==> config.mk <==
export PLATFORM = sky130hd
export DESIGN_NAME = lem_ctrl
export DESIGN_NICKNAME = d
export VERILOG_FILES = /design/src/hw/rtl/lfo_envelope_modulator_defines.svh /design/src/hw/rtl/lem_pkg.sv /design/src/hw/rtl/lem_ctrl.sv
export SDC_FILE = /design/constraint.sdc
export NUM_CORES = 1
export LEC_CHECK = 0
export BUFFER_PORTS_ARGS = -buffer_cell sky130_fd_sc_hd__buf_2
export CAP_MARGIN = 20
export CORE_UTILIZATION = 40
export CTS_CLUSTER_SIZE = 16
export DETAILED_ROUTE_END_ITERATION = 12
export GPL_TIMING_DRIVEN = 0
export PLACE_DENSITY_LB_ADDON = 0.25
export SYNTH_ARGS = -nofsm -noshare
export SYNTH_HDL_FRONTEND = slang
export SYNTH_SLANG_ARGS = --single-unit
==> constraint.sdc <==
create_clock -name i_clk -period 1.85 [get_ports i_clk]
set_input_delay 0.37 -clock i_clk [delete_from_list [all_inputs] [get_ports i_clk]]
set_output_delay 0.37 -clock i_clk [all_outputs]
set_load 0.005 [all_outputs]
==> src/hw/rtl/lfo_envelope_modulator_defines.svh <==
// Assertion macros used by the top-level RTL file.
`ifndef LFO_ENVELOPE_MODULATOR_DEFINES_SVH
`define LFO_ENVELOPE_MODULATOR_DEFINES_SVH

// Checks that an implication holds at every clock edge outside reset.
`define LEM_ASSERT_IMPL(label, clk, rst_n, pre, post) \
    label: assert property (@(posedge clk) disable iff (!rst_n) (pre) |-> (post)) \
        else $error("lem check failed");

// Checks that an implication's consequent holds in the cycle after its condition.
`define LEM_ASSERT_NEXT(label, clk, rst_n, pre, post) \
    label: assert property (@(posedge clk) disable iff (!rst_n) (pre) |=> (post)) \
        else $error("lem check failed");

`endif

==> src/hw/rtl/lem_pkg.sv <==
// ----------------------------------------------------------------------------
// lem_pkg
// Shared constants, types and tables for the LFO and envelope modulator.
// ----------------------------------------------------------------------------
`default_nettype none

package lem_pkg;

    localparam int SLOTS_DEF = 8;
    localparam logic [16:0] ONE_Q15  = 17'd32768;
    localparam logic [16:0] HALF_Q15 = 17'd16384;
    localparam logic [16:0] ENV_STEP = 17'd3277;

    localparam logic [1:0] MODE_OFF = 2'd0;
    localparam logic [1:0] MODE_LFO = 2'd1;
    localparam logic [1:0] MODE_ENV = 2'd2;

    localparam logic [2:0] WAVE_SINE = 3'd0;
    localparam logic [2:0] WAVE_SQR  = 3'd1;
    localparam logic [2:0] WAVE_SAW  = 3'd2;
    localparam logic [2:0] WAVE_TRI  = 3'd3;

    localparam logic [2:0] CURVE_LIN  = 3'd0;
    localparam logic [2:0] CURVE_SQR  = 3'd1;
    localparam logic [2:0] CURVE_SQRT = 3'd2;
    localparam logic [2:0] CURVE_SIG  = 3'd3;
    localparam logic [2:0] CURVE_SINE = 3'd4;

    localparam logic [2:0] REG_MODE    = 3'd0;
    localparam logic [2:0] REG_WAVE    = 3'd1;
    localparam logic [2:0] REG_INC     = 3'd2;
    localparam logic [2:0] REG_AMOUNT  = 3'd3;
    localparam logic [2:0] REG_ATTACK  = 3'd4;
    localparam logic [2:0] REG_DECAY   = 3'd5;
    localparam logic [2:0] REG_SUSTAIN = 3'd6;
    localparam logic [2:0] REG_CURVE   = 3'd7;

    // Datapath operations issued by the controller.
    localparam logic [3:0] OP_LOAD   = 4'd0;  // fetch phase, clamp, form level source
    localparam logic [3:0] OP_SINE_A = 4'd1;  // t2 = t*t
    localparam logic [3:0] OP_SINE_B = 4'd2;  // t4 = t2*t2, c1 = 21024*t2
    localparam logic [3:0] OP_SINE_C = 4'd3;  // c2 = 2320*t4
    localparam logic [3:0] OP_SINE_D = 4'd4;  // s = t*poly, finish level
    localparam logic [3:0] OP_DIV    = 4'd5;  // one restoring division step
    localparam logic [3:0] OP_ENV_M  = 4'd6;  // decay product
    localparam logic [3:0] OP_SQR    = 4'd7;  // square curve
    localparam logic [3:0] OP_SQRT   = 4'd8;  // one square root step
    localparam logic [3:0] OP_SIG    = 4'd9;  // sigmoid interpolation
    localparam logic [3:0] OP_MOD    = 4'd10; // modulation product and clamp
    localparam logic [3:0] OP_DIVINI = 4'd11; // set up the divider
    localparam logic [3:0] OP_ENVEND = 4'd12; // finish envelope level
    localparam logic [3:0] OP_SQRINI = 4'd13; // set up the square root
    localparam logic [3:0] OP_CURVE  = 4'd14; // pick level for curve stage
    localparam logic [3:0] OP_NOP    = 4'd15;

    typedef struct packed {
        logic       start;
        logic [3:0] op;
        logic       sine_curve; // sine pass serves the curve, not the wave
    } t_cmd;

    typedef struct packed {
        logic [1:0] env_seg;   // 0 attack, 1 decay, 2 sustain
        logic       pass;
    } t_stat;

    typedef logic [16:0] t_sig_tab [0:8];
    localparam t_sig_tab SIG_TABLE = '{
        17'd16384, 17'd19421, 17'd22255, 17'd24737, 17'd26790,
        17'd28411, 17'd29644, 17'd30555, 17'd31214
    };

endpackage

`default_nettype wire

==> src/hw/rtl/lem_ctrl.sv <==
// ----------------------------------------------------------------------------
// lem_ctrl
// Sequencer that steps the datapath through one item's operations.
// ----------------------------------------------------------------------------
`default_nettype none

module lem_ctrl
    import lem_pkg::*;
(
    input  wire logic       i_clk,
    input  wire logic       i_rst_n,
    input  wire logic       i_in_valid,
    output logic            o_in_stall,
    output logic            o_out_valid,
    input  wire logic       i_out_stall,
    input  wire logic [1:0] i_mode,
    input  wire logic [2:0] i_wave,
    input  wire logic [2:0] i_curve,
    input  wire t_stat      i_stat,
    output t_cmd            o_cmd
);

    localparam logic [3:0] S_IDLE  = 4'd0;
    localparam logic [3:0] S_LOAD  = 4'd1;
    localparam logic [3:0] S_SINE  = 4'd2;
    localparam logic [3:0] S_DINI  = 4'd3;
    localparam logic [3:0] S_DIV   = 4'd4;
    localparam logic [3:0] S_ENVM  = 4'd5;
    localparam logic [3:0] S_ENVE  = 4'd6;
    localparam logic [3:0] S_CURVE = 4'd7;
    localparam logic [3:0] S_SQR   = 4'd8;
    localparam logic [3:0] S_QINI  = 4'd9;
    localparam logic [3:0] S_SQRT  = 4'd10;
    localparam logic [3:0] S_SIG   = 4'd11;
    localparam logic [3:0] S_MOD   = 4'd12;
    localparam logic [3:0] S_OUT   = 4'd13;

    logic [3:0] r_state, n_state;
    logic [4:0] r_cnt, n_cnt;
    logic       r_sine_curve, n_sine_curve;
    logic       accept;

    assign accept      = i_in_valid && !o_in_stall;
    assign o_in_stall  = (r_state != S_IDLE);
    assign o_out_valid = (r_state == S_OUT);

    always_comb begin
        n_state      = r_state;
        n_cnt        = r_cnt;
        n_sine_curve = r_sine_curve;
        o_cmd.start      = accept;
        o_cmd.op         = OP_NOP;
        o_cmd.sine_curve = r_sine_curve;
        unique case (r_state)
            S_IDLE: begin
                if (accept) begin
                    n_state = S_LOAD;
                end
            end
            S_LOAD: begin
                o_cmd.op = OP_LOAD;
                n_cnt = 5'd0;
                n_sine_curve = 1'b0;
                if (i_stat.pass) begin
                    n_state = S_OUT;
                end else if (i_mode == MODE_LFO) begin
                    n_state = (i_wave == WAVE_SINE) ? S_SINE : S_CURVE;
                end else begin
                    n_state = S_DINI;
                end
            end
            S_SINE: begin
                unique case (r_cnt[1:0])
                    2'd0:    o_cmd.op = OP_SINE_A;
                    2'd1:    o_cmd.op = OP_SINE_B;
                    2'd2:    o_cmd.op = OP_SINE_C;
                    default: o_cmd.op = OP_SINE_D;
                endcase
                n_cnt = r_cnt + 5'd1;
                if (r_cnt[1:0] == 2'd3) begin
                    n_cnt = 5'd0;
                    n_state = r_sine_curve ? S_MOD : S_CURVE;
                end
            end
            S_DINI: begin
                // The envelope segment is known in the cycle after the phase fetch.
                n_cnt = 5'd0;
                if (i_stat.env_seg == 2'd2) begin
                    n_state = S_CURVE;
                end else begin
                    o_cmd.op = OP_DIVINI;
                    n_state = S_DIV;
                end
            end
            S_DIV: begin
                o_cmd.op = OP_DIV;
                n_cnt = r_cnt + 5'd1;
                if (r_cnt == 5'd14) begin
                    n_state = (i_stat.env_seg == 2'd1) ? S_ENVM : S_ENVE;
                end
            end
            S_ENVM: begin
                o_cmd.op = OP_ENV_M;
                n_state = S_ENVE;
            end
            S_ENVE: begin
                o_cmd.op = OP_ENVEND;
                n_state = S_CURVE;
            end
            S_CURVE: begin
                o_cmd.op = OP_CURVE;
                n_cnt = 5'd0;
                unique case (i_curve)
                    CURVE_SQR:  n_state = S_SQR;
                    CURVE_SQRT: n_state = S_QINI;
                    CURVE_SIG:  n_state = S_SIG;
                    CURVE_SINE: begin
                        n_state = S_SINE;
                        n_sine_curve = 1'b1;
                    end
                    default:    n_state = S_MOD;
                endcase
            end
            S_SQR: begin
                o_cmd.op = OP_SQR;
                n_state = S_MOD;
            end
            S_QINI: begin
                o_cmd.op = OP_SQRINI;
                n_cnt = 5'd0;
                n_state = S_SQRT;
            end
            S_SQRT: begin
                o_cmd.op = OP_SQRT;
                n_cnt = r_cnt + 5'd1;
                if (r_cnt == 5'd15) begin
                    n_state = S_MOD;
                end
            end
            S_SIG: begin
                o_cmd.op = OP_SIG;
                n_state = S_MOD;
            end
            S_MOD: begin
                o_cmd.op = OP_MOD;
                n_state = S_OUT;
            end
            S_OUT: begin
                if (!i_out_stall) begin
                    n_state = S_IDLE;
                end
            end
            default: n_state = S_IDLE;
        endcase
    end

    always_ff @(posedge i_clk) begin
        if (!i_rst_n) begin
            r_state      <= S_IDLE;
            r_cnt        <= 5'd0;
            r_sine_curve <= 1'b0;
        end else begin
            r_state      <= n_state;
            r_cnt        <= n_cnt;
            r_sine_curve <= n_sine_curve;
        end
    end

endmodule

`default_nettype wire

==> impl_metrics.yaml <==
detailed_routing:
  routed_wl_mm: 3.22
  ant_nets: 0
  drc_errors: 0
  routed_via_density: 6.04
  vias: 1208
  first_pass_iters: 4
  wl_per_cell_um: 16.1
  drtIter0Drc: 70
cts:
  numCtsBuffers: 3
  cts_sinks: 10
  cts_tree: "built"
  hold_buffers: 0
  clk_pin_slew_ps: 60
  htreeDepth: 1
  insertion_delay_ps: 270
  ctsRootBufferMaster: "clkbuf_4"
  clockBufferDepth: 2
global_routing:
  grt_pass1_vias: 1098
  grt_overflow: 0
  grt.met3_usage_pct: 6.38
  grt.total_usage_pct: 24.1
  busiest_layer: "met2"
  antenna_found_initial: 0
  grt.met2_usage_pct: 34.6
  grt_pass1_wl_mm: 5.00
  grt_use_met1_pct: 34.2
  grt_max_degree: 11
timing:
  drv_slew: 0
  setup_viol: 2
  worst_pin_slew_ps: 370
  skew_ps: 18.6
  rsz0062_at_grt: "yes"
  period_needed_ps: 1870
  fin_ws_ps: -23.5
  hold_viol_final: 0
  period_share_pct: 101
  slew_headroom_pct: 75.2
  clock.fmax_mhz: 534
synthesis:
  synth_cell_types: 46
  synthSimpleGateAreaFrac_pct: 29.2
  async_reset_ff_share_pct: 0
  synth_fa_ha_area_share_pct: 6.08
  yosys.area_share.xor_xnor_pct: 1.70
  synth_compound_area_share_pct: 33.9
  synth_top_family_by_area: "compound AO/OA/AOI/OAI gates"
  synth-edff-count: 0
  syn_area_sq_um: 1030
  synth_flop_cell: "dfxtp_1"
  yosysWarnings: 0
  synth_commonest_cells: "nand2_1 (16), nor2_1 (12), dfxtp_1 (10)"
  muxShareOfSynthArea_pct: 0
  ys_seq_area_share_pct: 19.4
  syn_inst: 141
  synth-seq-cells: 10
  synth.most_common_cell: "nand2_1"
  syn-mean-instance-area_sq_um: 7.30
  synth_area_leaders: "dfxtp_1 (19%), ha_1 (6.1%), nand2_1 (5.8%)"
  synth_top_area_cell: "dfxtp_1"
  synth_top_area_share_pct: 19.4
  mappedNetlistNets: 161
outcome:
  violations: "setup timing"
  outcome: "finished with violations"
placed_design:
  place.gp.congestion: 0.907
  place_hpwl_mm: 2.07
  port_buffers: 21
  place_inst: 192
critical_path:
  critPathRequiredTime_ps: 2000
  path_max_fanout: 4
  worstSetupPathType: "reg -> reg"
  end_kind: "flip-flop"
  crit_path_start_kind: "flip-flop"
  arrival_ps: 2020
floorplanning:
  die_area_sq_um: 2780
  die_w_um: 52.7
  row_count: 18
  core_sq_um: 2450
  die_y_um: 52.7
  start_util_pct: 41.9
  num_io_pins: 23
cells_and_area:
  drive_gt1_share_pct: 41.8
  diodes: 0
  fillers: 210
  area_delta_synth_final_pct: 36.0
  fin_cells: 200
  final_util_pct: 57.0
  fin_nets: 192
power_and_ir_drop:
  p_leak_nw: 0.574
  max-vdd-ir-drop_v: 0.000943
  power_density_nw_per_um2: 1620
hold_path:
  hold_path_class: "in -> reg"
job:
  maxCapViolCount: 0
per-stage QoR:
step                worst slack, ps  hold WS, ps  setup TNS, ps  power [mW]  area (sq um)
detailed placement             -120          527           -236        1.70          1170
finish                        -23.5          393          -27.8        2.27          1400
global placement              -91.9          520           -164        1.69          1170
CTS                           -25.5          390          -32.9        1.99          1250
floorplan                       105          491              0        1.35          1030
global route                  -91.8          391           -256        2.42          1400
cells in the final DEF (no fill, tap or decap), types with 3 or more instances in the layout:
| cell | instances |
|---|---|
| buf_4 | 10 |
| buf_2 | 23 |
| a21oi_2 | 3 |
| nand2_2 | 3 |
| buf_6 | 5 |
| o21ai_1 | 3 |
| dfxtp_4 | 3 |
| ha_4 | 4 |
| nand2_1 | 13 |
| nand3_1 | 4 |
| and3_1 | 3 |
| inv_1 | 4 |
| o21ai_0 | 7 |
| a311oi_1 | 3 |
| dfxtp_1 | 5 |
| clkbuf_4 | 3 |
| nor2_1 | 9 |
| nor2b_1 | 4 |
| nand2b_1 | 4 |
| a21oi_1 | 8 |
final cells by class:
type / instances / area [sq um] / area share, %
Tap cell: 30 / 37.5 / 2.68
Clock buffer: 3 / 22.5 / 1.61
Buffer: 12 / 104 / 7.42
Multi-Input combinational cell: 112 / 851 / 60.8
Sequential cell: 10 / 214 / 15.3
Timing Repair Buffer: 26 / 143 / 10.2
Inverter: 7 / 28.8 / 2.06
metal layers:
metal,wire (um),up-vias
met1,1420,556
met5,0,-
met2,1470,61
met4,65,0
met3,264,12
li1,-,579
worst max-delay path: stages (launching register included):
cell,delay (ps)
dfxtp_4,390
ha_4,160
and3_4,190
ha_4,120
nand2_2,50
o2111a_2,160
a311oi_4,340
buf_4,180
nand2_2,40
o2111a_1,130
power breakdown:
part / switching, mW / internal, mW
logic: 0.938 / 0.794
registers: 0.0885 / 0.300
clock network: 0.0789 / 0.0750
total: 1.11 / 1.17
state kept, by name, summed over array words and instances, names as in the netlist:
register,count
r_cnt,5
r_sine_curve,1
r_state,4
repair_timing:
item,in CTS,in global routing
resized for setup,17,32
buffers inserted,1,4
pin swaps,3,11
endpoints found under the setup margin,10,9
worst paths after layout:
path	slack, ps	depth (start not counted)	end	startpoint
worst max-delay path	-20	9	r_state[2]	r_cnt[1]
worst min register to register	560	2	r_cnt[3]	r_cnt[3]
worst max register to register	-20	9	r_state[2]	r_cnt[1]
worst min-delay path	390	3	r_state[0]	i_out_stall
logic make-up after synthesis:
group | count (synthesis)
compound gates | 47
fa+ha+maj | 5
xor+xnor | 2
flops | 10
buf+inv | 19
simple gates | 58
Note: power is estimated with default switching activity, not from simulation.
