## config.mk

```make
export PLATFORM = sky130hd
export DESIGN_NAME = lem_dp
export DESIGN_NICKNAME = d
export VERILOG_FILES = /design/src/hw/rtl/lfo_envelope_modulator_defines.svh /design/src/hw/rtl/lem_pkg.sv /design/src/hw/rtl/lem_dp.sv
export SDC_FILE = /design/constraint.sdc
export NUM_CORES = 2
export LEC_CHECK = 0
export ABC_AREA = 1
export BUFFER_PORTS_ARGS = -buffer_cell sky130_fd_sc_hd__clkbuf_2
export CAP_MARGIN = 40
export CORE_ASPECT_RATIO = 0.8
export CORE_MARGIN = 1
export CORE_UTILIZATION = 55
export CTS_CLUSTER_DIAMETER = 150
export DETAILED_ROUTE_END_ITERATION = 6
export PLACE_DENSITY_LB_ADDON = 0.08
export RECOVER_POWER = 50
export SETUP_SLACK_MARGIN = 0.02
export SLEW_MARGIN = 20
export SYNTH_ARGS = -nofsm -noshare
export SYNTH_HDL_FRONTEND = slang
export SYNTH_SLANG_ARGS = --single-unit
```

## constraint.sdc

```tcl
create_clock -name i_clk -period 31.7 [get_ports i_clk]
set_clock_uncertainty 0.1 [all_clocks]
set_input_delay 6.34 -clock i_clk [delete_from_list [all_inputs] [get_ports i_clk]]
set_output_delay 6.34 -clock i_clk [all_outputs]
set_load 0.05 [all_outputs]
```

## src/hw/rtl/lfo_envelope_modulator_defines.svh

```systemverilog
// Assertion macros used by the top-level RTL file.
`ifndef LFO_ENVELOPE_MODULATOR_DEFINES_SVH
`define LFO_ENVELOPE_MODULATOR_DEFINES_SVH

// Checks that an implication holds at every clock edge outside reset.
`define LEM_ASSERT_IMPL(label, clk, rst_n, pre, post) \
    label: assert property (@(posedge clk) disable iff (!rst_n) (pre) |-> (post)) \
        else $error("lem check failed");

// Checks that an implication's consequent holds in the cycle after its condition.
`define LEM_ASSERT_NEXT(label, clk, rst_n, pre, post) \
    label: assert property (@(posedge clk) disable iff (!rst_n) (pre) |=> (post)) \
        else $error("lem check failed");

`endif

```

## src/hw/rtl/lem_pkg.sv

```systemverilog
// ----------------------------------------------------------------------------
// lem_pkg
// Shared constants, types and tables for the LFO and envelope modulator.
// ----------------------------------------------------------------------------
`default_nettype none

package lem_pkg;

    localparam int SLOTS_DEF = 8;
    localparam logic [16:0] ONE_Q15  = 17'd32768;
    localparam logic [16:0] HALF_Q15 = 17'd16384;
    localparam logic [16:0] ENV_STEP = 17'd3277;

    localparam logic [1:0] MODE_OFF = 2'd0;
    localparam logic [1:0] MODE_LFO = 2'd1;
    localparam logic [1:0] MODE_ENV = 2'd2;

    localparam logic [2:0] WAVE_SINE = 3'd0;
    localparam logic [2:0] WAVE_SQR  = 3'd1;
    localparam logic [2:0] WAVE_SAW  = 3'd2;
    localparam logic [2:0] WAVE_TRI  = 3'd3;

    localparam logic [2:0] CURVE_LIN  = 3'd0;
    localparam logic [2:0] CURVE_SQR  = 3'd1;
    localparam logic [2:0] CURVE_SQRT = 3'd2;
    localparam logic [2:0] CURVE_SIG  = 3'd3;
    localparam logic [2:0] CURVE_SINE = 3'd4;

    localparam logic [2:0] REG_MODE    = 3'd0;
    localparam logic [2:0] REG_WAVE    = 3'd1;
    localparam logic [2:0] REG_INC     = 3'd2;
    localparam logic [2:0] REG_AMOUNT  = 3'd3;
    localparam logic [2:0] REG_ATTACK  = 3'd4;
    localparam logic [2:0] REG_DECAY   = 3'd5;
    localparam logic [2:0] REG_SUSTAIN = 3'd6;
    localparam logic [2:0] REG_CURVE   = 3'd7;

    // Datapath operations issued by the controller.
    localparam logic [3:0] OP_LOAD   = 4'd0;  // fetch phase, clamp, form level source
    localparam logic [3:0] OP_SINE_A = 4'd1;  // t2 = t*t
    localparam logic [3:0] OP_SINE_B = 4'd2;  // t4 = t2*t2, c1 = 21024*t2
    localparam logic [3:0] OP_SINE_C = 4'd3;  // c2 = 2320*t4
    localparam logic [3:0] OP_SINE_D = 4'd4;  // s = t*poly, finish level
    localparam logic [3:0] OP_DIV    = 4'd5;  // one restoring division step
    localparam logic [3:0] OP_ENV_M  = 4'd6;  // decay product
    localparam logic [3:0] OP_SQR    = 4'd7;  // square curve
    localparam logic [3:0] OP_SQRT   = 4'd8;  // one square root step
    localparam logic [3:0] OP_SIG    = 4'd9;  // sigmoid interpolation
    localparam logic [3:0] OP_MOD    = 4'd10; // modulation product and clamp
    localparam logic [3:0] OP_DIVINI = 4'd11; // set up the divider
    localparam logic [3:0] OP_ENVEND = 4'd12; // finish envelope level
    localparam logic [3:0] OP_SQRINI = 4'd13; // set up the square root
    localparam logic [3:0] OP_CURVE  = 4'd14; // pick level for curve stage
    localparam logic [3:0] OP_NOP    = 4'd15;

    typedef struct packed {
        logic       start;
        logic [3:0] op;
        logic       sine_curve; // sine pass serves the curve, not the wave
    } t_cmd;

    typedef struct packed {
        logic [1:0] env_seg;   // 0 attack, 1 decay, 2 sustain
        logic       pass;
    } t_stat;

    typedef logic [16:0] t_sig_tab [0:8];
    localparam t_sig_tab SIG_TABLE = '{
        17'd16384, 17'd19421, 17'd22255, 17'd24737, 17'd26790,
        17'd28411, 17'd29644, 17'd30555, 17'd31214
    };

endpackage

`default_nettype wire

```

## src/hw/rtl/lem_dp.sv

```systemverilog
// ----------------------------------------------------------------------------
// lem_dp
// Datapath: phase store, wave and envelope levels, shared divider and
// square root, curve shaping and the final modulation.
// ----------------------------------------------------------------------------
`default_nettype none

module lem_dp
    import lem_pkg::*;
#(
    parameter int SLOTS = SLOTS_DEF
) (
    input  wire logic        i_clk,
    input  wire logic        i_rst_n,
    input  wire t_cmd        i_cmd,
    output t_stat            o_stat,
    input  wire logic [2:0]  i_slot,
    input  wire logic [15:0] i_current_level,
    input  wire logic [1:0]  i_mode,
    input  wire logic [2:0]  i_wave,
    input  wire logic [15:0] i_inc,
    input  wire logic [15:0] i_amount,
    input  wire logic [15:0] i_attack,
    input  wire logic [15:0] i_decay,
    input  wire logic [15:0] i_sustain,
    output logic [15:0]      o_result_level,
    output logic [15:0]      o_shaped_level
);

    // The slot field is 3 bits wide, so at most eight phases are reachable.
    localparam int NPH = (SLOTS < 8) ? SLOTS : 8;
    localparam int SW  = (NPH > 1) ? $clog2(NPH) : 1;

    logic [15:0] r_phase [NPH];
    logic [2:0]  r_slot;
    logic [15:0] r_cur;
    logic        r_pass;
    logic [1:0]  r_seg;
    logic [16:0] r_p;
    logic [16:0] r_lvl;      // level before curve, later shaped level
    logic [16:0] r_t;        // sine argument
    logic [1:0]  r_q;        // sine quadrant
    logic [16:0] r_t2, r_t4, r_c1, r_c2;
    logic [31:0] r_rem;      // divider remainder / sqrt radicand
    logic [16:0] r_quo;      // divider quotient
    logic [31:0] r_root;     // square root partial result
    logic [16:0] r_div;
    logic [31:0] r_bit;
    logic [16:0] r_a, r_d, r_s;
    logic [15:0] r_result;

    logic          slot_ok;
    logic [SW-1:0] ph_idx;
    logic [16:0]   ph_clamp, inc_c, np_lfo, np_env, a_eff, d_eff, s_eff;
    logic [17:0]   ad_sum;

    assign slot_ok = ({6'd0, i_slot} < 9'(SLOTS));
    assign ph_idx  = SW'(r_slot);
    assign o_stat.pass    = r_pass;
    assign o_stat.env_seg = r_seg;
    assign o_result_level = r_result;
    assign o_shaped_level = r_lvl[15:0];

    always_comb begin
        ph_clamp = 17'(r_phase[ph_idx]);
        if (ph_clamp > ONE_Q15) ph_clamp = ONE_Q15;
        inc_c = (17'(i_inc) > ONE_Q15) ? ONE_Q15 : 17'(i_inc);
        np_lfo = ph_clamp + inc_c;
        if (np_lfo > ONE_Q15) np_lfo = np_lfo - ONE_Q15;
        np_env = ph_clamp;
        if (np_env < ONE_Q15) begin
            np_env = np_env + ENV_STEP;
            if (np_env > ONE_Q15) np_env = ONE_Q15;
        end
        a_eff = (i_attack == 16'd0) ? 17'd1 : 17'(i_attack);
        d_eff = (i_decay == 16'd0) ? 17'd1 : 17'(i_decay);
        s_eff = (17'(i_sustain) > ONE_Q15) ? ONE_Q15 : 17'(i_sustain);
        ad_sum = 18'(a_eff) + 18'(d_eff);
    end

    // Sine helpers
    logic [16:0] sine_x, sine_r;
    logic [33:0] m_t2, m_t4, m_c1, m_c2, m_s;
    logic [16:0] poly, s_val;
    always_comb begin
        sine_x = i_cmd.sine_curve ? r_lvl : r_p;
        sine_r = {2'b0, sine_x[12:0], 2'b0};
        if (sine_x[13]) sine_r = ONE_Q15 - sine_r;
        m_t2 = 34'(r_t) * 34'(r_t);
        m_t4 = 34'(r_t2) * 34'(r_t2);
        m_c1 = 34'd21024 * 34'(r_t2);
        m_c2 = 34'd2320 * 34'(r_t4);
        poly = 17'(18'd51472 - 18'(r_c1) + 18'(r_c2));
        m_s  = 34'(r_t) * 34'(poly);
        s_val = 17'(m_s >> 15);
    end

    // Divider step: quotient of (num << 15) / den, 15 bits.
    logic [32:0] div_try;
    assign div_try = {r_rem, 1'b0} - {16'd0, r_div};

    // Square root step over a 31-bit radicand.
    logic [31:0] sq_sum;
    assign sq_sum = r_root + r_bit;

    // Sigmoid
    logic [16:0] sg_d, sg_v, sg_lo, sg_hi;
    logic [3:0]  sg_k;
    logic [28:0] sg_m;
    always_comb begin
        sg_d = (r_lvl >= HALF_Q15) ? r_lvl - HALF_Q15 : HALF_Q15 - r_lvl;
        sg_k = (sg_d[16:11] >= 6'd8) ? 4'd8 : sg_d[14:11];
        sg_lo = SIG_TABLE[sg_k];
        sg_hi = (sg_k == 4'd8) ? sg_lo : SIG_TABLE[sg_k + 4'd1];
        sg_m = 29'(sg_hi - sg_lo) * 29'(sg_d[10:0]);
        sg_v = (sg_k == 4'd8) ? sg_lo : sg_lo + 17'(sg_m >> 11);
    end

    // Modulation
    logic [16:0] md_d;
    logic [32:0] md_m;
    logic [18:0] md_sum;
    always_comb begin
        md_d = (r_lvl >= HALF_Q15) ? r_lvl - HALF_Q15 : HALF_Q15 - r_lvl;
        md_m = 33'(md_d) * 33'(i_amount);
        if (r_lvl >= HALF_Q15) begin
            md_sum = 19'(r_cur) + 19'(md_m >> 14);
        end else begin
            md_sum = 19'(r_cur) - 19'(md_m >> 14);
        end
    end

    logic [33:0] m_env, m_sq;
    assign m_env = 34'(r_quo) * 34'(ONE_Q15 - r_s);
    assign m_sq  = 34'(r_lvl) * 34'(r_lvl);

    always_ff @(posedge i_clk) begin
        if (!i_rst_n) begin
            for (int i = 0; i < NPH; i++) r_phase[i] <= 16'd0;
            r_pass <= 1'b1;
            r_seg  <= 2'd0;
        end else begin
            if (i_cmd.start) begin
                r_slot <= i_slot;
                r_cur  <= i_current_level;
                r_pass <= !((i_mode == MODE_LFO) || (i_mode == MODE_ENV)) || !slot_ok;
            end
            unique case (i_cmd.op)
                OP_LOAD: begin
                    r_p <= ph_clamp;
                    r_a <= a_eff;
                    r_d <= d_eff;
                    r_s <= s_eff;
                    if (r_pass) begin
                        r_result <= r_cur;
                        r_lvl    <= 17'd0;
                    end else if (i_mode == MODE_LFO) begin
                        r_phase[ph_idx] <= np_lfo[15:0];
                        unique case (i_wave)
                            WAVE_SQR: r_lvl <= (ph_clamp < HALF_Q15) ? ONE_Q15 : 17'd0;
                            WAVE_SAW: r_lvl <= ph_clamp;
                            WAVE_TRI: r_lvl <= (ph_clamp < HALF_Q15) ?
                                17'(ph_clamp << 1) : 17'((ONE_Q15 - ph_clamp) << 1);
                            default:  r_lvl <= HALF_Q15;
                        endcase
                    end else begin
                        r_phase[ph_idx] <= np_env[15:0];
                        if (ph_clamp < a_eff) begin
                            r_seg <= 2'd0;
                        end else if (18'(ph_clamp) < ad_sum) begin
                            r_seg <= 2'd1;
                        end else begin
                            r_seg <= 2'd2;
                            r_lvl <= s_eff;
                        end
                    end
                end
                OP_SINE_A: begin
                    r_t  <= sine_r;
                    r_q  <= sine_x[14:13];
                    r_t2 <= 17'((34'(sine_r) * 34'(sine_r)) >> 15);
                end
                OP_SINE_B: begin
                    r_t4 <= 17'(m_t4 >> 15);
                    r_c1 <= 17'(m_c1 >> 15);
                end
                OP_SINE_C: begin
                    r_c2 <= 17'(m_c2 >> 15);
                end
                OP_SINE_D: begin
                    r_lvl <= (r_q < 2'd2) ? 17'((18'(ONE_Q15) + 18'(s_val)) >> 1)
                                          : 17'((ONE_Q15 - s_val) >> 1);
                end
                OP_DIVINI: begin
                    // Numerator p (attack) or p - A (decay) is below the divisor.
                    r_rem <= (r_seg == 2'd0) ? 32'(r_p) : 32'(r_p - r_a);
                    r_div <= (r_seg == 2'd0) ? r_a : r_d;
                    r_quo <= 17'd0;
                end
                OP_DIV: begin
                    if (!div_try[32]) begin
                        r_rem <= div_try[31:0];
                        r_quo <= {r_quo[15:0], 1'b1};
                    end else begin
                        r_rem <= {r_rem[30:0], 1'b0};
                        r_quo <= {r_quo[15:0], 1'b0};
                    end
                end
                OP_ENV_M: begin
                    r_quo <= ONE_Q15 - 17'(m_env >> 15);
                end
                OP_ENVEND: begin
                    r_lvl <= r_quo;
                end
                OP_SQR: begin
                    r_lvl <= 17'(m_sq >> 15);
                end
                OP_SQRINI: begin
                    r_rem  <= {r_lvl[16:0], 15'd0};
                    r_root <= 32'd0;
                    r_bit  <= 32'h4000_0000;
                end
                OP_SQRT: begin
                    if (r_rem >= sq_sum) begin
                        r_rem  <= r_rem - sq_sum;
                        r_root <= (r_root >> 1) + r_bit;
                    end else begin
                        r_root <= r_root >> 1;
                    end
                    r_bit <= r_bit >> 2;
                    if (r_bit == 32'd1) begin
                        if (r_rem >= sq_sum) r_lvl <= 17'((r_root >> 1) + r_bit);
                        else r_lvl <= 17'(r_root >> 1);
                    end
                end
                OP_SIG: begin
                    r_lvl <= (r_lvl >= HALF_Q15) ? sg_v : ONE_Q15 - sg_v;
                end
                OP_MOD: begin
                    if (md_sum[18]) r_result <= 16'd0;
                    else if (md_sum > 19'(ONE_Q15)) r_result <= ONE_Q15[15:0];
                    else r_result <= md_sum[15:0];
                end
                default: ;
            endcase
        end
    end

endmodule

`default_nettype wire

```

==> flow_summary.yaml <==
sta:
  final-max-slew-violation-count: 476
  period_share_pct: 48.6
  slew_headroom_pct: -111
  setup_viol: 0
  final.setup.tns_ps: 0
  fin_crit_ps: 15410
  hold_violations: 0
  worstMarginPinSlew_ps: 3160
  rsz0062_at_grt: "no"
  whs_ps: 467
  max_freq_mhz: 64.9
grt:
  antenna_found_initial: 35
  grt_usage_pct: 34.9
  grt_pass1_vias: 75500
  grt_pass1_wl_mm: 441
  overflow: 0
  grt_start_max_net_pins: 66
outcome:
  status: "complete, but fails checks"
  violations: "capacitance limit, slew limit"
synth:
  ys.flop_type: "edfxtp_1"
  synth_edf_count: 437
  ys_warn_count: 0
  synth_area_um2: 90300
  yosysSeqAreaShare_pct: 14.7
  avgSynthCellArea_um2: 8.03
  ys_seq_elements: 443
  postSynth.asyncResetShare_pct: 0
  synthCells: 11200
  ys_types: 75
critical_path:
  critPathMaxFanout: 32
  start_kind: "primary input"
  cpMostUsedCell: "inv_1"
  path_delay_family: "adder cells"
  critPathKind: "in2reg"
  endpoint_kind: "flip-flop"
  required_ps: 32030
  slowest_stage: "clkbuf_1"
  cpPeakStageDelay_ps: 1070
  cp.arrival_ps: 15730
  crit_buf_inv: 11
routing:
  dr.pass1.iters: 7
  wl_per_cell_um: 21.1
  finalWirelength_mm: 284
  via_per_inst: 5.54
  vias: 74600
  remaining_drc_errors: 0
  route.antenna.remaining_nets: 0
  drt_iter0_markers: 6845
floorplanning:
  dieArea_um2: 166000
  core_area_um2: 162000
  die_x_um: 455
  num_rows: 132
  io_pins: 147
  die_h_um: 364
  start_util_pct: 55.6
final_layout:
  final_nets: 13800
  drive_gt1_share_pct: 3.76
  post-route-cell-area_um2: 95500
  area_growth_pct: 5.78
clocking:
  clock_latency_ps: 700
  cts_buffer_depth: 3
  cts-htree-levels: 2
  cts_resized: 0
  clock-root-buffer: "clkbuf_16"
  cts_sinks: 443
  cts_setup_buffers: 0
  cts_tree: "done"
  clkSlewWorstSetupHoldPaths_ps: 60
  numCtsBuffers: 57
  hold_buffers: 0
placement:
  dp_hpwl_mm: 234
  place_area_um2: 93700
  place_congestion: 0.992
  port_buffers: 146
flow_run:
  maxCapViolations: 14
worst_hold_path:
  hold_class: "reg2reg"
[worst reg2reg max path, delay by kind of cell (launching register included)]
| kind | cells | cell delay, ps |
|---|---|---|
| DFF | 1 | 310 |
| xor gates and xnor gates | 2 | 800 |
| and+or+nand+nor | 17 | 2550 |
| adders and majority gates | 11 | 4970 |
| AOI/OAI and AO/OA | 15 | 3010 |
| buffers and inverters | 13 | 3330 |
[metrics by stage]
step / util (%) / instances / setup slack, ps
after global placement: 57.4 / 13300 / 16070
after floorplan: - / 11200 / 17240
after global routing: 58.8 / 13500 / 15110
final: 58.8 / 13500 / 16290
after CTS: 58.9 / 13500 / 16730
after detailed placement: 57.7 / 13300 / 16110
[synthesized netlist by cell type, types with 20 or more instances]
master,number,share of area [%]
xor2_1,232,2.3
inv_1,2712,11
a21oi_1,565,3.1
buf_2,22,0.12
or2_2,49,0.34
a31oi_1,34,0.24
clkinv_1,20,0.083
edfxtp_1,437,15
o211ai_1,28,0.23
o21ai_0,388,2.2
o21ai_1,31,0.17
nor4_1,28,0.19
nor2_1,942,3.9
o2111ai_1,24,0.23
clkbuf_1,261,1.1
buf_1,26,0.11
ha_1,1059,15
nand3_1,258,1.4
a21o_1,38,0.32
o22ai_1,43,0.30
o21bai_1,47,0.39
nand4_1,87,0.60
xnor2_1,120,1.2
fa_1,1327,29
nand2_1,2130,8.9
nor3_1,96,0.53
[layout by cell type, fill, tap and decap left out, types with 98 or more instances in the layout]
cell      count
inv_1      2714
nand2_1    2132
fa_1       1327
ha_1       1059
nor2_1      939
a21oi_1     564
edfxtp_1    437
o21ai_0     391
nand3_1     258
xor2_1      231
xnor2_1     119
buf_4        98
[state kept, by name, summed over array words and instances (netlist names), 16 cells and up, named ones only]
signal,flops
o_result_level,16
r_a,16
r_bit,16
r_c1,17
r_cur,16
r_d,16
r_div,16
r_lvl,17
r_p,16
r_phase,128
r_quo,17
r_rem,32
r_root,32
r_s,16
r_t2,17
r_t4,17
[logic make-up (layout without fill, tap and decap cells)]
kind of cell / Yosys count / count (layout) / share of synthesized area (%)
xor gates and xnor gates: 353 / 353 / 3.43
and+or+nand+nor: 3667 / 3667 / 16.6
other: 2 / 24 / 0.00832
AOI/OAI and AO/OA: 1301 / 1301 / 8.11
adders and majority gates: 2386 / 2386 / 44.1
muxes: 2 / 2 / 0.0236
buffers and inverters: 3085 / 3155 / 13.0
DFF: 443 / 443 / 14.7
[area by class of cell]
class                      instances  area (um2)
timing repair buffer             299        1900
multi-input combinational       7719       65400
antenna                           14        35.0
clock inverter                    47         520
inverter                        2749       10300
tap                             2144        2680
sequential                       443       13200
clock buffer                      60        1440
fill                           14800       66800
[worst paths after layout]
path | end | cells past startpoint | slack, ps | start
worst max-delay path | r_t2[9]$_DFFE_PP_ | 34 | 16290 | i_cmd[0]
worst min-delay path | r_div[0]$_DFFE_PP_ | 1 | 470 | r_d[0]$_DFFE_PP_
worst max register to register | r_lvl[13]$_DFFE_PP_ | 58 | 16350 | r_lvl[14]$_DFFE_PP_
worst min register to register | r_div[0]$_DFFE_PP_ | 1 | 470 | r_d[0]$_DFFE_PP_
[metal layers]
metal,vias to the layer above,global-route usage (%),routed length [um]
met1,36300,49.6,124000
met2,3206,52.8,121000
met3,449,8.24,29400
met4,12,10.5,9900
met5,-,0,68
li1,34700,-,-
Power is left out: the tool's default activity adds up to more than one toggle a clock period on the data nets, which glitch-free logic cannot reach.
